<file path="src/hdl/bitmap_run_allocator_assert.svh">
// Assertion macros for the bitmap run allocator.
// Included by the top level; needs nothing else.
`ifndef BITMAP_RUN_ALLOCATOR_ASSERT_SVH
`define BITMAP_RUN_ALLOCATOR_ASSERT_SVH

`ifndef SYNTHESIS
// Property checked on every clock edge, ignored while reset is held.
`define BRA_ASSERT_RST(lbl, clk, rstn, prop) \
    lbl: assert property (@(posedge clk) disable iff (!rstn) prop) \
        else $error("bitmap_run_allocator: assertion failed");
// Property checked on every clock edge, reset included.
`define BRA_ASSERT_ON(lbl, clk, prop) \
    lbl: assert property (@(posedge clk) prop) \
        else $error("bitmap_run_allocator: assertion failed");
`else
`define BRA_ASSERT_RST(lbl, clk, rstn, prop)
`define BRA_ASSERT_ON(lbl, clk, prop)
`endif

`endif

</file>
<file path="src/hdl/bra_pkg.sv">
// Shared types and constants of the bitmap run allocator.
// No dependencies; used by every module of the block.
`timescale 1ns / 1ps

package bra_pkg;

    // Field widths of the command and result words
    localparam int CMD_W  = 2;
    localparam int CNT_W  = 11;
    localparam int BLK_W  = 10;
    localparam int CFG_W  = 11;

    // Bitmap row geometry
    localparam int WORD_W = 32;
    localparam int BIT_W  = 5;

    // Capacity register value after reset
    localparam logic [CFG_W-1:0] CFG_RESET = 11'd1024;

    // Command codes
    localparam logic [CMD_W-1:0] CMD_ALLOC = 2'd0;
    localparam logic [CMD_W-1:0] CMD_FREE  = 2'd1;
    localparam logic [CMD_W-1:0] CMD_CLEAR = 2'd2;

    typedef struct packed {
        logic [CMD_W-1:0] command;
        logic [CNT_W-1:0] run_count;
        logic [BLK_W-1:0] start_block;
    } cmd_word_t;

    typedef struct packed {
        logic             ok;
        logic [BLK_W-1:0] granted_block;
        logic             double_free;
    } result_word_t;

endpackage

</file>
<file path="src/hdl/bitmap_run_allocator.sv">
// Top level of the bitmap run allocator: sequencer, hint and result stage.
// Depends on bra_pkg, bra_bitmap, bra_bit_scan and the assertion header.
//
//  channel  ports                       carries
//  -------  --------------------------  ------------------------------------
//  command  s_valid s_ready s_data      cmd_word_t: command, count, start
//  result   m_valid m_ready m_data      result_word_t: ok, granted, dbl free
//  config   cfg_valid cfg_ready cfg_data pool capacity, always ready
//
// One command at a time; the bitmap is kept as 32-bit rows in one memory.
// Allocate: a row read and a scan step per row, plus a step per run boundary
//   met, then a read and a write per row marked. Free: a read and a write per
//   row touched. Each command then hands over its result from the done state.
// Clear and reset: a pass that zeroes all ceil(MAX_BLOCKS/32) rows (32 by
//   default); no command is taken during the pass.
// A finished result waits in the output register; the next command is taken
//   meanwhile, and its result waits until the register is free.
`timescale 1ns / 1ps
`include "bitmap_run_allocator_assert.svh"

module bitmap_run_allocator #(
    parameter int MAX_BLOCKS = 1024
) (
    input  logic                         aclk,
    input  logic                         aresetn,
    input  logic                         s_valid,
    output logic                         s_ready,
    input  bra_pkg::cmd_word_t           s_data,
    output logic                         m_valid,
    input  logic                         m_ready,
    output bra_pkg::result_word_t        m_data,
    input  logic                         cfg_valid,
    output logic                         cfg_ready,
    input  logic [bra_pkg::CFG_W-1:0]    cfg_data
);

    localparam int ROWS  = (MAX_BLOCKS + bra_pkg::WORD_W - 1) / bra_pkg::WORD_W;
    localparam int ROW_W = (ROWS > 1) ? $clog2(ROWS) : 1;
    localparam int POS_W = ($clog2(MAX_BLOCKS + 1) > bra_pkg::CFG_W) ?
                           $clog2(MAX_BLOCKS + 1) : bra_pkg::CFG_W;
    localparam int WW    = bra_pkg::WORD_W;
    localparam int BW    = bra_pkg::BIT_W;

    localparam logic [2:0] ST_CLEAR = 3'd0;
    localparam logic [2:0] ST_IDLE  = 3'd1;
    localparam logic [2:0] ST_ARD   = 3'd2;
    localparam logic [2:0] ST_ASCAN = 3'd3;
    localparam logic [2:0] ST_MRD   = 3'd4;
    localparam logic [2:0] ST_MWR   = 3'd5;
    localparam logic [2:0] ST_DONE  = 3'd6;

    // Mask of ones from bit lo up to bit hi inclusive
    function automatic logic [WW-1:0] span_mask(input logic [BW-1:0] lo,
                                                 input logic [BW-1:0] hi);
        logic [WW-1:0] ones;
        ones = '1;
        return (ones << lo) & (ones >> (BW'(WW - 1) - hi));
    endfunction

    logic [2:0]               state_reg;
    logic [bra_pkg::CFG_W-1:0] cfg_reg;
    logic [POS_W-1:0]         hint_reg;
    logic [POS_W-1:0]         pos_reg;
    logic [POS_W-1:0]         start_reg;
    logic [POS_W-1:0]         run_reg;
    logic [POS_W-1:0]         rem_reg;
    logic                     skip_reg;
    logic                     set_reg;
    logic                     dbl_reg;
    logic                     res_ok_reg;
    logic [bra_pkg::BLK_W-1:0] res_grant_reg;
    logic                     clr_cmd_reg;
    logic [ROW_W-1:0]         clr_row_reg;
    logic                     m_valid_reg;
    bra_pkg::result_word_t    m_data_reg;

    logic [POS_W-1:0]         cap_eff;
    logic [POS_W-1:0]         cmd_n;
    logic [POS_W-1:0]         cmd_blk;
    logic [POS_W:0]           free_end;
    logic                     alloc_rej;
    logic                     free_rej;
    logic                     out_free;

    logic [WW-1:0]            rd_data;
    logic [BW:0]              hit_idx;
    logic [BW:0]              lim;
    logic [BW:0]              scan_end;
    logic [BW:0]              step;
    logic [POS_W-1:0]         pos_next;
    logic [POS_W-1:0]         run_sum;

    logic [BW:0]              room;
    logic [BW:0]              take;
    logic [BW-1:0]            hi_bit;
    logic [WW-1:0]            mask;
    logic [WW-1:0]            mark_word;
    logic [POS_W-1:0]         rem_next;

    logic                     wr_en;
    logic [ROW_W-1:0]         wr_addr;
    logic [WW-1:0]            wr_data;
    logic                     rd_en;
    logic [ROW_W-1:0]         pos_row;

    assign s_ready   = (state_reg == ST_IDLE);
    assign cfg_ready = 1'b1;
    assign m_valid   = m_valid_reg;
    assign m_data    = m_data_reg;
    assign out_free  = !m_valid_reg || m_ready;

    // Effective capacity: register limited to the pool size
    assign cap_eff = (POS_W'(cfg_reg) > POS_W'(MAX_BLOCKS)) ? POS_W'(MAX_BLOCKS)
                                                             : POS_W'(cfg_reg);

    // Reject checks on the incoming command
    assign cmd_n     = POS_W'(s_data.run_count);
    assign cmd_blk   = POS_W'(s_data.start_block);
    assign free_end  = {1'b0, cmd_blk} + {1'b0, cmd_n};
    assign alloc_rej = (cmd_n == '0) || (hint_reg >= cap_eff) ||
                       (cmd_n > (cap_eff - hint_reg));
    assign free_rej  = (cmd_n > cap_eff) || (cmd_blk >= cap_eff) ||
                       (free_end > {1'b0, cap_eff});

    assign pos_row = pos_reg[ROW_W+BW-1:BW];

    // Shared scan unit: next used bit when counting, next free bit when skipping
    bra_bit_scan u_scan (
        .word     (rd_data),
        .from_bit (pos_reg[BW-1:0]),
        .polarity (!skip_reg),
        .hit_idx  (hit_idx)
    );

    // Scan step arithmetic, limited to the pool end in the last row
    assign lim      = (pos_reg[POS_W-1:BW] == cap_eff[POS_W-1:BW]) ?
                      {1'b0, cap_eff[BW-1:0]} : (BW + 1)'(WW);
    assign scan_end = (hit_idx < lim) ? hit_idx : lim;
    assign step     = scan_end - {1'b0, pos_reg[BW-1:0]};
    assign pos_next = pos_reg + POS_W'(step);
    assign run_sum  = run_reg + POS_W'(step);

    // Row update for marking or freeing part of a run
    assign room      = (BW + 1)'(WW) - {1'b0, pos_reg[BW-1:0]};
    assign take      = (rem_reg >= POS_W'(room)) ? room : rem_reg[BW:0];
    assign hi_bit    = BW'(({1'b0, pos_reg[BW-1:0]} + take) - (BW + 1)'(1));
    assign mask      = span_mask(pos_reg[BW-1:0], hi_bit);
    assign mark_word = set_reg ? (rd_data | mask) : (rd_data & ~mask);
    assign rem_next  = rem_reg - POS_W'(take);

    // Memory port selection
    assign wr_en   = (state_reg == ST_CLEAR) || (state_reg == ST_MWR);
    assign wr_addr = (state_reg == ST_CLEAR) ? clr_row_reg : pos_row;
    assign wr_data = (state_reg == ST_CLEAR) ? '0 : mark_word;
    assign rd_en   = (state_reg == ST_ARD) || (state_reg == ST_MRD);

    bra_bitmap #(
        .ROWS  (ROWS),
        .ROW_W (ROW_W)
    ) u_map (
        .aclk    (aclk),
        .wr_en   (wr_en),
        .wr_addr (wr_addr),
        .wr_data (wr_data),
        .rd_en   (rd_en),
        .rd_addr (pos_row),
        .rd_data (rd_data)
    );

    // Capacity register
    always_ff @(posedge aclk) begin
        if (!aresetn) begin
            cfg_reg <= bra_pkg::CFG_RESET;
        end else if (cfg_valid && cfg_ready) begin
            cfg_reg <= cfg_data;
        end
    end

    // Sequencer
    always_ff @(posedge aclk) begin
        if (!aresetn) begin
            state_reg   <= ST_CLEAR;
            hint_reg    <= '0;
            clr_cmd_reg <= 1'b0;
            clr_row_reg <= '0;
            m_valid_reg <= 1'b0;
        end else begin
            // Drop the result word once taken
            if (m_valid_reg && m_ready) begin
                m_valid_reg <= 1'b0;
            end
            case (state_reg)
                ST_CLEAR: begin
                    clr_row_reg <= clr_row_reg + ROW_W'(1);
                    if (clr_row_reg == ROW_W'(ROWS - 1)) begin
                        clr_row_reg <= '0;
                        state_reg   <= clr_cmd_reg ? ST_DONE : ST_IDLE;
                    end
                end
                ST_IDLE: begin
                    if (s_valid) begin
                        res_ok_reg    <= 1'b0;
                        res_grant_reg <= '0;
                        dbl_reg       <= 1'b0;
                        rem_reg       <= cmd_n;
                        state_reg     <= ST_DONE;
                        case (s_data.command)
                            bra_pkg::CMD_ALLOC: begin
                                if (!alloc_rej) begin
                                    pos_reg   <= hint_reg;
                                    start_reg <= hint_reg;
                                    run_reg   <= '0;
                                    skip_reg  <= 1'b0;
                                    state_reg <= ST_ARD;
                                end
                            end
                            bra_pkg::CMD_FREE: begin
                                if (!free_rej) begin
                                    res_ok_reg <= 1'b1;
                                    set_reg    <= 1'b0;
                                    pos_reg    <= cmd_blk;
                                    if (cmd_blk < hint_reg) begin
                                        hint_reg <= cmd_blk;
                                    end
                                    if (cmd_n != '0) begin
                                        state_reg <= ST_MRD;
                                    end
                                end
                            end
                            bra_pkg::CMD_CLEAR: begin
                                res_ok_reg  <= 1'b1;
                                hint_reg    <= '0;
                                clr_cmd_reg <= 1'b1;
                                clr_row_reg <= '0;
                                state_reg   <= ST_CLEAR;
                            end
                            default: begin
                                state_reg <= ST_DONE;
                            end
                        endcase
                    end
                end
                ST_ARD: begin
                    state_reg <= ST_ASCAN;
                end
                ST_ASCAN: begin
                    if (!skip_reg) begin
                        // Count free bits up to the next used bit
                        if (run_sum >= rem_reg) begin
                            res_ok_reg    <= 1'b1;
                            res_grant_reg <= start_reg[bra_pkg::BLK_W-1:0];
                            set_reg       <= 1'b1;
                            pos_reg       <= start_reg;
                            if (start_reg == hint_reg) begin
                                hint_reg <= hint_reg + rem_reg;
                            end
                            state_reg <= ST_MRD;
                        end else if (pos_next >= cap_eff) begin
                            state_reg <= ST_DONE;
                        end else if (scan_end == (BW + 1)'(WW)) begin
                            pos_reg   <= pos_next;
                            run_reg   <= run_sum;
                            state_reg <= ST_ARD;
                        end else begin
                            pos_reg  <= pos_next;
                            run_reg  <= '0;
                            skip_reg <= 1'b1;
                        end
                    end else begin
                        // Skip used bits; the run restarts after them
                        pos_reg   <= pos_next;
                        start_reg <= pos_next;
                        run_reg   <= '0;
                        skip_reg  <= 1'b0;
                        if (pos_next >= cap_eff) begin
                            state_reg <= ST_DONE;
                        end else if (scan_end == (BW + 1)'(WW)) begin
                            state_reg <= ST_ARD;
                        end
                    end
                end
                ST_MRD: begin
                    state_reg <= ST_MWR;
                end
                ST_MWR: begin
                    // Write back the row and advance along the run
                    if (!set_reg && ((~rd_data & mask) != '0)) begin
                        dbl_reg <= 1'b1;
                    end
                    rem_reg <= rem_next;
                    pos_reg <= pos_reg + POS_W'(take);
                    state_reg <= (rem_next == '0) ? ST_DONE : ST_MRD;
                end
                ST_DONE: begin
                    // Hold until the output register is free
                    if (out_free) begin
                        m_valid_reg                <= 1'b1;
                        m_data_reg.ok              <= res_ok_reg;
                        m_data_reg.granted_block   <= res_grant_reg;
                        m_data_reg.double_free     <= dbl_reg;
                        clr_cmd_reg                <= 1'b0;
                        state_reg                  <= ST_IDLE;
                    end
                end
                default: begin
                    state_reg <= ST_IDLE;
                end
            endcase
        end
    end

    `BRA_ASSERT_RST(a_scan_in_pool, aclk, aresetn, (state_reg == ST_ASCAN) |-> (pos_reg < cap_eff))
    `BRA_ASSERT_RST(a_dbl_free_only, aclk, aresetn, (m_valid && m_data.double_free) |-> (m_data.ok && (m_data.granted_block == '0)))
    `BRA_ASSERT_RST(a_result_from_done, aclk, aresetn, $rose(m_valid) |-> ($past(state_reg) == ST_DONE))
    `BRA_ASSERT_RST(a_hint_in_range, aclk, aresetn, (state_reg == ST_IDLE) |-> (hint_reg <= POS_W'(MAX_BLOCKS)))
    `BRA_ASSERT_ON(a_reset_quiet, aclk, !aresetn |=> (!m_valid && !s_ready))

endmodule

</file>
<file path="src/hdl/bra_bit_scan.sv">
// Shared scan unit: finds the first bit of a given value at or above a
// start position in one bitmap row. Depends on bra_pkg.
`timescale 1ns / 1ps

module bra_bit_scan (
    input  logic [bra_pkg::WORD_W-1:0] word,
    input  logic [bra_pkg::BIT_W-1:0]  from_bit,
    input  logic                       polarity,
    output logic [bra_pkg::BIT_W:0]    hit_idx
);

    // Priority-encode the lowest matching bit; WORD_W when none matches
    always_comb begin
        logic [bra_pkg::WORD_W-1:0] cand;
        cand    = (polarity ? word : ~word) & ({bra_pkg::WORD_W{1'b1}} << from_bit);
        hit_idx = (bra_pkg::BIT_W + 1)'(bra_pkg::WORD_W);
        for (int i = bra_pkg::WORD_W - 1; i >= 0; i--) begin
            if (cand[i]) begin
                hit_idx = (bra_pkg::BIT_W + 1)'(i);
            end
        end
    end

endmodule

</file>
<file path="src/hdl/bra_bitmap.sv">
// Used-bit map store: one write port, one read port with registered data.
// Depends on bra_pkg for the row width.
`timescale 1ns / 1ps

module bra_bitmap #(
    parameter int ROWS  = 32,
    parameter int ROW_W = 5
) (
    input  logic                       aclk,
    input  logic                       wr_en,
    input  logic [ROW_W-1:0]           wr_addr,
    input  logic [bra_pkg::WORD_W-1:0] wr_data,
    input  logic                       rd_en,
    input  logic [ROW_W-1:0]           rd_addr,
    output logic [bra_pkg::WORD_W-1:0] rd_data
);

    logic [bra_pkg::WORD_W-1:0] mem [ROWS];
    logic [bra_pkg::WORD_W-1:0] rd_data_reg;

    // Write one row
    always_ff @(posedge aclk) begin
        if (wr_en) begin
            mem[wr_addr] <= wr_data;
        end
    end

    // Read one row; hold the data between reads
    always_ff @(posedge aclk) begin
        if (rd_en) begin
            rd_data_reg <= mem[rd_addr];
        end
    end

    assign rd_data = rd_data_reg;

endmodule
</file>
<file path="config.mk">
export PLATFORM = sky130hd
export DESIGN_NAME = bitmap_run_allocator
export DESIGN_NICKNAME = d
export VERILOG_FILES = /design/src/hdl/bra_pkg.sv /design/src/hdl/bitmap_run_allocator.sv /design/src/hdl/bra_bit_scan.sv /design/src/hdl/bra_bitmap.sv
export VERILOG_INCLUDE_DIRS = /design/src /design/src/hdl
export SDC_FILE = /design/constraint.sdc
export NUM_CORES = 1
export LEC_CHECK = 0
export BUFFER_PORTS_ARGS = -buffer_cell sky130_fd_sc_hd__buf_4
export CELL_PAD_IN_SITES_DETAIL_PLACEMENT = 1
export CELL_PAD_IN_SITES_GLOBAL_PLACEMENT = 2
export CORE_UTILIZATION = 32
export CTS_CLUSTER_SIZE = 16
export DETAILED_ROUTE_END_ITERATION = 10
export GPL_TIMING_DRIVEN = 0
export HOLD_SLACK_MARGIN = 0.1
export PLACE_DENSITY_LB_ADDON = 0.05
export SLEW_MARGIN = 20
export SYNTH_ARGS = -nofsm -noshare
export SYNTH_HDL_FRONTEND = slang
export SYNTH_SLANG_ARGS = --single-unit
</file>
<file path="constraint.sdc">
create_clock -name aclk -period 9.6 [get_ports aclk]
set_input_delay 0.48 -clock aclk [delete_from_list [all_inputs] [get_ports aclk]]
set_output_delay 0.48 -clock aclk [all_outputs]
set_load 0.01 [all_outputs]
</file>
==> flow_summary.json <==
{
  "status": "finished, final reports clean",
  "pwr-share-clk_pct": 46.0,
  "max_cap_violations": 0,
  "syn_avg_cell_area_sq_um": 17.2,
  "routed_via_density": 5.32,
  "fin_ws_ns": 0.242,
  "hold_end": "hint_reg[5]",
  "p_sw_uw": 2260,
  "slew_headroom_pct": 22.4,
  "setup-violations-final": 0,
  "criticalPathCategory": "reg2reg",
  "r2r-start": "pos_reg[1]",
  "layout-drive-gt1-share_pct": 25.9,
  "start_util_pct": 32.4,
  "drv_slew": 0,
  "cts.clk_slew.worst_paths_ns": 0.06,
  "ys_ff_latch": 1158,
  "syn_area_sq_um": 52300,
  "peakVddDrop_v": 0.000154,
  "clk_latency_ns": 0.77,
  "hold_depth": 3,
  "fin_nets": 3564,
  "wl_per_cell_um": 32.6,
  "place_ws_ns": -1.14,
  "r2r_setup_slack_ns": 0.24,
  "max_freq_mhz": 107,
  "cts_tree": "yes",
  "power_uw": 10900,
  "netlist.area_leader.share_pct": 64.7,
  "io_buffer_count": 52,
  "die-area_sq_um": 165000,
  "grt-ovfl-total": 0,
  "period_needed_ns": 9.36,
  "numCtsBuffers": 135,
  "multi_input_area_sq_um": 17500,
  "drt_iter0_markers": 2328,
  "seq_area_frac_synth_pct": 65.9,
  "boundaryPins": 54,
  "grt_use_total_pct": 22.4,
  "core_area_sq_um": 161000,
  "n_fill_cell": 15900,
  "crit_arrival_ns": 9.83,
  "switching_share_pct": 20.8,
  "rsz0062_at_grt": "false",
  "reg2regPathDepth": 37,
  "synth.largest_area_cell": "edfxtp_1",
  "clock-sinks": 1158,
  "cp_max_fo": 10,
  "synth-edff-count": 1126,
  "antenna_found_initial": 2,
  "end_kind": "flip-flop",
  "ys_types": 98,
  "worst_path_most_repeated_cell": "ha_1",
  "holdWs_ns": 0.183,
  "leakage_uw": 0.0207,
  "worstPathRequired_ns": 10.07,
  "rr_endpoint": "pos_reg[5]",
  "drt_wl_total_um": 183000,
  "grt_max_degree": 33,
  "fin_cells": 5614,
  "final_cell_area_sq_um": 62300,
  "period_share_pct": 97.5,
  "dp.cells": 5355,
  "postSynth.asyncResetShare_pct": 0,
  "ant_nets": 0,
  "max_stage_delay_ns": 0.42,
  "p_int_uw": 8600,
  "die_h_um": 406,
  "startpoint_type": "flip-flop",
  "cts-root-buf": "clkbuf_16",
  "synth.area.top_cells": "edfxtp_1, mux4_2, ha_1",
  "yosysWarnings": 0,
  "route.detailed.drc": 0,
  "largest_register_ffs": 1024,
  "grt_pass1_vias": 32100,
  "finalHoldViolCount": 0,
  "crit_slowest_cell": "edfxtp_1",
  "synthFlopType": "edfxtp_1",
  "synth_fp_nets": 3257,
  "hold_start": "s_data[5]",
  "hold_class": "in2reg",
  "seq_area_sq_um": 34500,
  "num_vias": 29800,
  "die_w_um": 406,
  "globalplace.congestion": 0.882,
  "grt_pass1_wl_um": 254000,
  "netlist_instances": 3047,
  "seqPwrFrac_pct": 51.0,
  "synthToLayoutAreaGrowth_pct": 19.1,
  "cts_buffer_depth": 3,
  "htree_levels": 4,
  "pwr-share-comb_pct": 3.0,
  "placed_cell_area_sq_um": 57600,
  "placementRows": 147,
  "finalClockSkew_ns": 0.0327,
  "power.density_nw_per_um2": 174,
  "first_pass_iters": 4,
  "worst_pin_slew_ns": 1.16,
  "dpl.hpwl_um": 135000
}
[cell usage in the layout (no fill, tap or decap), types with 14 or more instances in the layout]
cell type / instances
edfxtp_1: 1126
mux4_2: 320
ha_1: 160
clkbuf_16: 140
nand2_1: 124
nor2_1: 110
inv_1: 102
clkbuf_1: 93
a21oi_1: 91
o21ai_0: 83
mux2i_1: 71
buf_4: 67
xnor2_1: 65
buf_12: 60
nor2_4: 44
nand3_1: 42
buf_2: 41
xor2_1: 39
nor3_1: 37
mux2_2: 35
a21o_1: 32
dfxtp_1: 32
clkbuf_2: 24
nor2b_1: 24
nor2_2: 23
clkinv_1: 21
buf_6: 18
a31oi_1: 17
and2_1: 17
nand2b_1: 17
nand4_1: 17
and3_1: 16
o21a_1: 15
clkinv_2: 15
dlygate4sd3_1: 14
[how the worst max path moves through the flow]
stage,endpoint,cells past startpoint,startpoint,slack [ns]
finish,pos_reg[5],37,pos_reg[1],0.24
global route,pos_reg[2],39,pos_reg[1],0.02
CTS,run_reg[10],37,pos_reg[0],0.02
detailed placement,pos_reg[2],37,pos_reg[1],-1.14
global placement,pos_reg[1],35,pos_reg[1],-3.63
floorplan,pos_reg[0],37,pos_reg[1],0.43
[cell type report]
cell class	count	share of cell area, %
Clock inverter	55	0.910
Multi-Input combinational cell	1646	28.0
Timing Repair Buffer	171	3.79
Sequential cell	1158	55.3
Inverter	105	0.639
Buffer	137	1.07
Antenna cell	1	0.00402
Clock buffer	181	5.89
Tap cell	2160	4.34
[critical path, delay by kind of cell, from the launching register on]
| kind | cells | cell delay, ns |
|---|---|---|
| compound gates | 16 | 3.90 |
| xor+xnor | 2 | 0.49 |
| flops | 1 | 0.42 |
| fa+ha+maj | 6 | 1.76 |
| simple gates | 6 | 0.97 |
| buf+inv | 6 | 1.13 |
| mux | 1 | 0.35 |
[power groups by stage]
| stage | sequential (uW) | combinational (uW) | clock, uW |
|---|---|---|---|
| finish | 5540 | 329 | 5000 |
| global route | 5540 | 357 | 5300 |
| CTS | 5540 | 334 | 5140 |
| detailed placement | 5640 | 326 | 0 |
| global placement | 5650 | 285 | 0 |
| floorplan | 5640 | 168 | 0 |
[per-stage QoR]
step,TNS (ns),utilization [%]
after floorplan,0,-
after global placement,-96.11,34.3
after detailed placement,-55.47,35.7
after CTS,0,38.5
after global routing,0,38.6
final,0,38.6
[synthesized netlist by cell type, drive strengths merged, types with 18 or more instances]
master  count
mux2i      71
inv       104
a21o       33
and2       18
nor2      177
xor2       45
nand3      43
edfxtp   1126
nor3       39
nand2     125
a21oi      98
a31oi      18
mux4      320
buf        61
ha        162
xnor2      71
mux2       36
dfxtp      32
clkbuf     77
nor2b      25
nand2b     18
o21ai      90
[per-layer routing]
metal / up-vias / GRT usage [%] / wire length (um)
met5: - / 0 / 0
met4: 0 / 5.51 / 4050
met3: 189 / 3.05 / 6370
met2: 632 / 39.9 / 95300
met1: 16200 / 28.5 / 77200
li1: 12900 / - / -
[cells by family after synthesis]
group           Yosys count  share of synthesized area [%]
simple gates            544                           5.11
flops                  1158                           65.9
compound gates          387                           4.90
mux                     427                           15.9
other cells               1                        0.00717
buf+inv                 243                           1.95
xor+xnor                116                           2.01
fa+ha+maj               171                           4.22
[what timing repair did]
item	CTS	global route
endpoints found under the hold margin	12	0
endpoints found under the setup margin	60	59
setup buffers	2	7
pin swaps	0	4
resized for setup	21	19
hold buffers	14	0
Note: power is estimated with default switching activity, not from simulation.
